**config.mk**
```make
export PLATFORM = sky130hd
export DESIGN_NAME = ubx_frame_build_and_check_core
export DESIGN_NICKNAME = d
export VERILOG_FILES = /design/src/ubx_fbc_pkg.sv /design/src/ubx_frame_build_and_check_core.sv
export SDC_FILE = /design/constraint.sdc
export NUM_CORES = 1
export LEC_CHECK = 0
export ABC_AREA = 1
export ABC_CLOCK_PERIOD_IN_PS = 7500
export CELL_PAD_IN_SITES_DETAIL_PLACEMENT = 0
export CELL_PAD_IN_SITES_GLOBAL_PLACEMENT = 1
export CORE_ASPECT_RATIO = 0.8
export CORE_MARGIN = 5
export CORE_UTILIZATION = 50
export CTS_BUF_LIST = sky130_fd_sc_hd__clkbuf_4 sky130_fd_sc_hd__clkbuf_8 sky130_fd_sc_hd__clkbuf_16
export DETAILED_ROUTE_END_ITERATION = 6
export DONT_BUFFER_PORTS = 1
export HOLD_SLACK_MARGIN = 0.12
export MAX_ROUTING_LAYER = met4
export PLACE_DENSITY = 0.89
export SLEW_MARGIN = 15
export SYNTH_ARGS = -nofsm -noshare
export SYNTH_HDL_FRONTEND = slang
export SYNTH_SLANG_ARGS = --single-unit
```
**constraint.sdc**
```tcl
create_clock -name clk -period 7.5 [get_ports clk]
set_input_delay 1.5 -clock clk [delete_from_list [all_inputs] [get_ports clk]]
set_output_delay 1.5 -clock clk [all_outputs]
set_load 0.01 [all_outputs]
```
**src/ubx_fbc_pkg.sv**
```systemverilog
// ----------------------------------------------------------------------------
// UBX frame build and check package
// Shared types and constants for the UBX framer and checksum checker.
// ----------------------------------------------------------------------------
package ubx_fbc_pkg;

    // Sync characters that open every UBX frame.
    localparam logic [7:0] SYNC_FIRST  = 8'hB5;
    localparam logic [7:0] SYNC_SECOND = 8'h62;

    // Most results a single request can cause.
    localparam int unsigned MAX_RESULTS = 3;

    // Depth of the result queue and the widths that follow from it.
    localparam int unsigned QUEUE_DEPTH = 4;
    localparam int unsigned PTR_W       = $clog2(QUEUE_DEPTH);
    localparam int unsigned CNT_W       = $clog2(QUEUE_DEPTH + 1);

    // A request is taken only while this many queue entries or fewer are used.
    localparam int unsigned ACCEPT_LIMIT = QUEUE_DEPTH - MAX_RESULTS;

    // Check mode counts frame bytes up to this saturating value.
    localparam logic [2:0] SEEN_MAX = 3'd7;

    // Frame index from which the delayed byte enters the sums.
    localparam logic [2:0] SUM_START_IDX = 3'd4;

    // Frame index from which a verdict can pass.
    localparam logic [2:0] PASS_MIN_IDX = 3'd3;

    typedef enum logic
    {
        MODE_BUILD = 1'b0,
        MODE_CHECK = 1'b1
    } mode_t;

    typedef struct packed
    {
        mode_t      mode;
        logic [7:0] data_byte;
        logic       first_byte;
        logic       last_byte;
    } item_t;

    typedef struct packed
    {
        logic [7:0] out_byte;
        logic       is_verdict;
        logic       check_pass;
        logic       run_last;
        logic       frame_end;
    } result_t;

endpackage

```
**src/ubx_frame_build_and_check_core.sv**
```systemverilog
// ----------------------------------------------------------------------------
// UBX frame build and check core
// Builds outgoing UBX frames (sync pair, content, Fletcher checksum) and
// checks the Fletcher checksum of received frames, one byte per request.
// ----------------------------------------------------------------------------
//
//  Channel  | Signals                          | Direction | Moves
//  ---------+----------------------------------+-----------+-----------------
//  item     | item_valid, item_stall, item     | into core | one frame byte
//  result   | result_valid, result_stall,      | out of    | one framed byte
//           | result                           | core      | or one verdict
//
// A request is handled in the cycle it is accepted: the sums, the two-byte
// delay line and the byte count are updated, and the zero to three results
// it causes are written into a four-entry result queue in the same edge.
// The queue drains one result per cycle unless result_stall is high, so
// requests that cause at most one result are taken at one per cycle; a
// request that causes three (build-mode first or last byte) holds off later
// requests while the queue drains. item_stall is high while the queue holds
// more than one result, which leaves room for the largest burst; it comes
// from a register only. Reset is asynchronous and clears the sums, the delay
// line, the byte count and the queue; a request can be accepted as soon as
// reset is released. A stalled result stays at the queue head unchanged.
//
module ubx_frame_build_and_check_core
    import ubx_fbc_pkg::*;
(
    input  logic    clk,
    input  logic    rst_n,
    input  logic    item_valid,
    output logic    item_stall,
    input  item_t   item,
    output logic    result_valid,
    input  logic    result_stall,
    output result_t result
);

    // Running state of the frame.
    logic [7:0] sum_a_reg;
    logic [7:0] sum_a_next;
    logic [7:0] sum_b_reg;
    logic [7:0] sum_b_next;
    logic [7:0] delay0_reg;
    logic [7:0] delay0_next;
    logic [7:0] delay1_reg;
    logic [7:0] delay1_next;
    logic [2:0] seen_reg;
    logic [2:0] seen_next;

    // Result queue.
    result_t              queue_reg [QUEUE_DEPTH];
    logic [PTR_W-1:0]     rd_ptr_reg;
    logic [PTR_W-1:0]     rd_ptr_next;
    logic [CNT_W-1:0]     cnt_reg;
    logic [CNT_W-1:0]     cnt_next;
    logic [PTR_W-1:0]     wr_ptr;

    logic                 accept;
    logic                 pop;
    result_t              res [MAX_RESULTS];
    logic [1:0]           res_count;

    // Frame state as seen by this request: a first byte starts from zero.
    logic [7:0] base_a;
    logic [7:0] base_b;
    logic [7:0] base_d0;
    logic [7:0] base_d1;
    logic [2:0] base_seen;
    logic [7:0] add_byte;
    logic       do_add;
    logic [7:0] new_a;
    logic [7:0] new_b;
    logic [7:0] sums_a;
    logic [7:0] sums_b;
    logic       pass;

    assign item_stall   = (cnt_reg > CNT_W'(ACCEPT_LIMIT));
    assign accept       = item_valid && !item_stall;
    assign result_valid = (cnt_reg != '0);
    assign pop          = result_valid && !result_stall;
    assign result       = queue_reg[rd_ptr_reg];
    assign wr_ptr       = rd_ptr_reg + cnt_reg[PTR_W-1:0];

    always_comb
    begin
        base_a    = item.first_byte ? 8'd0 : sum_a_reg;
        base_b    = item.first_byte ? 8'd0 : sum_b_reg;
        base_d0   = item.first_byte ? 8'd0 : delay0_reg;
        base_d1   = item.first_byte ? 8'd0 : delay1_reg;
        base_seen = item.first_byte ? 3'd0 : seen_reg;

        // Build mode folds in the new byte; check mode folds in the byte two
        // places back, once the frame is past its sync pair and the two
        // checksum bytes cannot be among the summed ones.
        if (item.mode == MODE_BUILD)
        begin
            add_byte = item.data_byte;
            do_add   = 1'b1;
        end
        else
        begin
            add_byte = base_d1;
            do_add   = (base_seen >= SUM_START_IDX);
        end

        new_a  = base_a + add_byte;
        new_b  = base_b + new_a;
        sums_a = do_add ? new_a : base_a;
        sums_b = do_add ? new_b : base_b;

        pass = (base_seen >= PASS_MIN_IDX) && (base_d0 == sums_a)
            && (item.data_byte == sums_b);
    end

    // State update and the results of this request.
    always_comb
    begin
        sum_a_next  = sum_a_reg;
        sum_b_next  = sum_b_reg;
        delay0_next = delay0_reg;
        delay1_next = delay1_reg;
        seen_next   = seen_reg;
        res_count   = 2'd0;
        for (int k = 0; k < MAX_RESULTS; k++)
        begin
            res[k] = '0;
        end

        if (accept)
        begin
            sum_a_next = sums_a;
            sum_b_next = sums_b;
            if (item.mode == MODE_BUILD)
            begin
                delay0_next = base_d0;
                delay1_next = base_d1;
                seen_next   = base_seen;
                if (item.first_byte)
                begin
                    // Sync pair ahead of the class byte. A last mark on the
                    // same byte is dropped, since the frame cannot close here.
                    res[0].out_byte = SYNC_FIRST;
                    res[1].out_byte = SYNC_SECOND;
                    res[2].out_byte = item.data_byte;
                    res[2].run_last = 1'b1;
                    res_count       = 2'd3;
                end
                else if (item.last_byte)
                begin
                    res[0].out_byte  = item.data_byte;
                    res[1].out_byte  = new_a;
                    res[2].out_byte  = new_b;
                    res[2].run_last  = 1'b1;
                    res[2].frame_end = 1'b1;
                    res_count        = 2'd3;
                end
                else
                begin
                    res[0].out_byte = item.data_byte;
                    res[0].run_last = 1'b1;
                    res_count       = 2'd1;
                end
            end
            else
            begin
                delay0_next = item.data_byte;
                delay1_next = base_d0;
                seen_next   = (base_seen < SEEN_MAX) ? base_seen + 3'd1 : base_seen;
                if (item.last_byte)
                begin
                    res[0].is_verdict = 1'b1;
                    res[0].check_pass = pass;
                    res[0].run_last   = 1'b1;
                    res[0].frame_end  = 1'b1;
                    res_count         = 2'd1;
                end
            end
        end

        rd_ptr_next = rd_ptr_reg + PTR_W'(pop);
        cnt_next    = cnt_reg - CNT_W'(pop) + CNT_W'(res_count);
    end

    always_ff @(posedge clk or negedge rst_n)
    begin
        if (!rst_n)
        begin
            sum_a_reg  <= '0;
            sum_b_reg  <= '0;
            delay0_reg <= '0;
            delay1_reg <= '0;
            seen_reg   <= '0;
            rd_ptr_reg <= '0;
            cnt_reg    <= '0;
        end
        else
        begin
            sum_a_reg  <= sum_a_next;
            sum_b_reg  <= sum_b_next;
            delay0_reg <= delay0_next;
            delay1_reg <= delay1_next;
            seen_reg   <= seen_next;
            rd_ptr_reg <= rd_ptr_next;
            cnt_reg    <= cnt_next;
        end
    end

    // Queue storage needs no reset: entries are only read once written.
    always_ff @(posedge clk)
    begin
        for (int k = 0; k < MAX_RESULTS; k++)
        begin
            if (2'(k) < res_count)
            begin
                queue_reg[wr_ptr + PTR_W'(k)] <= res[k];
            end
        end
    end

    // The queue never holds more than its depth.
    assert property (@(posedge clk) disable iff (!rst_n)
        cnt_reg <= CNT_W'(QUEUE_DEPTH))
        else $error("result queue overflow");

    // A build-mode first byte leaves at least three results queued.
    assert property (@(posedge clk) disable iff (!rst_n)
        (accept && item.mode == MODE_BUILD && item.first_byte) |=> (cnt_reg >= CNT_W'(3)))
        else $error("sync burst not queued");

    // A frame end is always the last result of its request.
    assert property (@(posedge clk) disable iff (!rst_n)
        (result_valid && result.frame_end) |-> result.run_last)
        else $error("frame end without run end");

    // A verdict carries no byte and closes the frame.
    assert property (@(posedge clk) disable iff (!rst_n)
        (result_valid && result.is_verdict) |-> (result.out_byte == 8'd0 && result.frame_end))
        else $error("malformed verdict");

    // The check-mode byte count stays saturated within a frame.
    assert property (@(posedge clk) disable iff (!rst_n)
        (accept && item.mode == MODE_CHECK && !item.first_byte && seen_reg == SEEN_MAX)
        |=> (seen_reg == SEEN_MAX))
        else $error("byte count wrapped");

endmodule
```
======== Yosys cells after proc, flatten, opt, wreduce, memory -nomap -nowiden ========
Memories as Yosys holds them, arrays and structs flattened.
Index checks and enable logic that the tools add are counted.
word-level totals
  bits in registers ....................... 40
  RAM bits ................................ 48
  word-level logic and storage cells ...... 78
  memories kept ........................... 1
operators by class
  add/sub/neg operators ................... 9
  order comparisons ....................... 7
  equal/unequal tests ..................... 2
  muxes and demuxes ....................... 45
  reductions and logical operators ........ 7
memory list
  memory     depth  width  read ports  clocked after memory_dff  wr ports  RTL line                              text
  queue_reg  4      12     1           0                         3         ubx_frame_build_and_check_core.sv:51  result_t queue_reg [QUEUE_DEPTH];
operators by type and width
  operator                                                               count
  8-bit 2-to-1 mux                                                       18
  20-bit 2-to-1 mux                                                      1
  8-bit adder                                                            2
  8-bit == test                                                          2
  2-bit 2-to-1 mux                                                       8
  1-bit 2-to-1 mux                                                       14
  3-bit 2-to-1 mux                                                       3
  1-bit logical AND                                                      4
  1-bit by 2-bit < comparator with 1-bit output, first input constant    2
  4-bit 2-to-1 mux                                                       1
  3-bit by 1-bit adder with 3-bit output, second input constant          1
  3-bit by 2-bit adder with 3-bit output                                 1
  3-bit by 2-bit >= comparator with 1-bit output, second input constant  1
  3-bit >= comparator, second input constant                             1
  3-bit by 1-bit > comparator with 1-bit output, second input constant   1
  3-bit < comparator, second input constant                              1
  3-bit nonzero test                                                     1
  3-bit by 1-bit subtractor with 3-bit output                            1
  2-bit by 1-bit adder with 2-bit output                                 1
  2-bit by 1-bit adder with 2-bit output, second input constant          1
  2-bit adder                                                            1
  2-bit adder, second input constant                                     1
  1-bit logical NOT                                                      2
  2-bit < comparator, first input constant                               1

======== Longest topological paths before layout ========
  depth after elaboration ................. 10
  depth in mapped cells ................... 27

======== Least setup slack after synthesis ========
No wires, ideal clock.
  kind .................................... input -> register
  start point ............................. input port item[1] (netlist bit)
  end point ............................... memory queue_reg[2][2] (netlist bit)
  arrival ................................. 4.585 ns
  setup slack ............................. 2.845 ns
  stages on the path ...................... 24
  path buffers ............................ 2
  path through ............................ inv_2 buf_2 buf_1 nand2_1 o21ai_0 ha_1 nand3_1 nand3_1 nand2_1 nand3b_1 nand2_1 inv_1 ha_1 a21oi_1 nand3_1 nand2_1 nand3_1 nand2_1 nor2_1 nor2_1 nand4_1 nor2_1 nand2_1 a21oi_1
RTL lines
  item         RTL line                              text
  from (decl)  ubx_frame_build_and_check_core.sv:32  input item_t item,
  to (decl)    ubx_frame_build_and_check_core.sv:51

==> flow_summary.json <==
{
  "async_flop_share_pct": 45.5,
  "grt_pass1_wl_um": 29000,
  "cts_tree": "yes",
  "routed_wl_um": 18000,
  "fp-row-count": 36,
  "final-instance-count-excl-fill": 987,
  "drtAntennaViolNets": 0,
  "yosysMostFrequentCell": "nand2_1",
  "cp-start-kind": "primary input",
  "cts_root_buffer": "clkbuf_16",
  "drt-vias-per-instance": 5.86,
  "syn_nets": 890,
  "setup-tns-final_ns": 0,
  "drc": 12,
  "vdd_drop_max_v": 0.000337,
  "place_congestion": 0.931,
  "syn_area_um2": 6160,
  "cts_hold_buf": 0,
  "worst_pin_slew_ns": 0.939,
  "swShare_pct": 46.4,
  "seq_area_frac_synth_pct": 38.3,
  "track_usage_pct": 26.2,
  "place.port_buffers": 0,
  "die_area_um2": 14700,
  "finalCriticalPeriod_ns": 4.83,
  "internal_power_w": 0.00134,
  "core-area_um2": 12100,
  "required_ns": 7.78,
  "post_cts_buffers": 0,
  "share_comb_of_total_power_pct": 50.2,
  "fmax_ghz": 0.207,
  "fin_hold_ws_ns": 0.476,
  "largest_reg_flops": 48,
  "status": "finished with violations",
  "leakage_nw": 3.02,
  "grt_max_degree": 45,
  "area_growth_pct": 5.70,
  "die_h_um": 109,
  "synth_edf_count": 40,
  "holdPathStages": 1,
  "htreeDepth": 3,
  "rsz0062_at_grt": "false",
  "critPathKind": "primary input to register",
  "num_vias": 5780,
  "cp-end-kind": "register",
  "drt-initial-drc-count": 540,
  "period_share_pct": 64.5,
  "syn_inst": 849,
  "synth_largest_area_cell": "edfxtp_1",
  "drtPass1Iterations": 7,
  "powerDensity_nw_per_um2": 383,
  "reg2reg_depth": 19,
  "fillers": 1157,
  "hold_violations": 0,
  "synth_top_area_share_pct": 19.5,
  "cp_max_fo": 36,
  "maxSlewViolCount": 0,
  "die_x_um": 134,
  "routedWlPerCell_um": 18.2,
  "start_util_pct": 50.9,
  "synth_area_per_cell_um2": 7.26,
  "antenna_found_initial": 0,
  "ctsResizeCount": 0,
  "ios": 29,
  "violations": "design-rule violations",
  "dp_hpwl_um": 13100,
  "clk_pin_slew_worst_paths_ns": 0.07,
  "holdCritPathClass": "register to register",
  "layout-drive-gt1-share_pct": 5.87,
  "seqPwrFrac_pct": 31.3,
  "arrival_ns": 5.11,
  "pwr-share-clk_pct": 18.5,
  "fin_skew_ns": 0.00481,
  "yosys-top-cells-area": "edfxtp_1 19%, dfrtp_1 16%, nand2_1 13%, o21ai_0 7.6%, inv_1 6.5%",
  "first_global_vias": 5311,
  "worstSkewPairLatency_ns": 0.35,
  "n_antenna_cell": 0,
  "cts_made_buffers": 9,
  "synth_cell_type_count": 44,
  "postSynthRegisterBits": 88,
  "yosysWarnings": 0,
  "p_sw_w": 0.00116,
  "nNetsFinal": 871,
  "finalSetupViolCount": 0,
  "relSlewSlack_pct": 37.4,
  "synthTopCellsByCount": "208 x nand2_1, 107 x inv_1, 93 x o21ai_0",
  "grt-ovfl-total": 0,
  "cts_buffer_depth": 2,
  "synth_flop_cell": "edfxtp_1",
  "cts.sinks": 88,
  "max_cap_violations": 0,
  "dp_cells": 971
}
==> cell families (layout without fill, tap and decap cells) <==
kind of cell | count (synthesis) | count (layout) | synth area share, %
compound gates | 194 | 194 | 18.5
fa+ha+maj | 26 | 26 | 5.64
simple gates | 384 | 384 | 26.6
buf+inv | 150 | 136 | 9.66
xor+xnor | 7 | 7 | 1.24
flops | 88 | 88 | 38.3
==> power groups by stage <==
stage / sequential, W / combinational [W] / clock, W
finish: 0.000781 / 0.00125 / 0.000462
floorplan: 0.000759 / 0.000979 / 0
CTS: 0.000781 / 0.00124 / 0.000470
global placement: 0.000781 / 0.00122 / 0
detailed placement: 0.000790 / 0.00124 / 0
global route: 0.000799 / 0.00142 / 0.000490
==> cell usage in the layout (no fill, tap or decap), types with 3 or more instances in the layout <==
cell         n
nand3_1     63
xor2_1       3
ha_1        23
o22ai_1     22
o21ai_0     93
nand3b_1     3
o21ai_1      3
fa_1         3
a22oi_1      8
o221ai_1    15
nor2_4       7
dfxtp_1      8
clkbuf_16    9
inv_2       11
inv_1      107
nor2_1      88
a31oi_1      6
edfxtp_1    40
a21oi_1     35
dfrtp_1     40
nand2_1    208
nand4_1      5
==> final timing paths <==
check	start	to	slack, ns
max	item[1]	queue_reg[2][2]	2.67
min	cnt_reg[2]	cnt_reg[2]	0.48
max reg2reg	delay1_reg[0]	queue_reg[2][2]	3.94
min reg2reg	cnt_reg[2]	cnt_reg[2]	0.48
max in group asynchronous	rst_n	rd_ptr_reg[0]	6.57
min in group asynchronous	rst_n	sum_b_reg[5]	0.84
==> area by class of cell <==
class,count,area [um^2],share of cell area (%)
Multi-Input combinational cell,611,3210,49.2
Timing Repair Buffer,2,15.0,0.230
Inverter,118,443,6.80
Clock buffer,10,233,3.57
Tap cell,152,190,2.92
Sequential cell,88,2360,36.3
Clock inverter,6,66.3,1.02
==> metrics by stage <==
step	worst slack, ns	total power, W	cell area, um^2	util, %
2_1_floorplan	2.84	0.00174	6160	-
6_report	2.67	0.00250	6520	53.8
3_5_place_dp	2.33	0.00203	6220	51.3
4_1_cts	2.70	0.00249	6520	53.8
3_3_place_gp	2.45	0.00200	6220	51.3
5_1_grt	2.24	0.00271	6520	53.8
==> routing by layer <==
layer	global-route usage (%)	wire length, um	part of all wire [%]
met5	-	0	0
met4	6.18	250	1.4
met3	5.95	1540	8.6
met2	38.4	7730	43
met1	37.4	8440	47
==> critical path, cell delays in order <==
cell and delay (ns):
inv_2 0.49, nand2_1 0.13, o21ai_0 0.34, ha_1 0.30, nand3_1 0.13, nand3_1 0.20, nand2_1 0.14, nand3b_1 0.10
nand2_1 0.10, inv_1 0.06, ha_1 0.35, nand2_1 0.11, inv_1 0.04, nand2_1 0.08, nand3_1 0.08, nand2_1 0.08
nand3_1 0.06, nand2_1 0.12, nor2_1 0.05, nor2_1 0.10, nand4_1 0.12, nor2_1 0.11, nand2_1 0.13, a21oi_1 0.16
No activity file was read; power rests on OpenSTA's default activity.
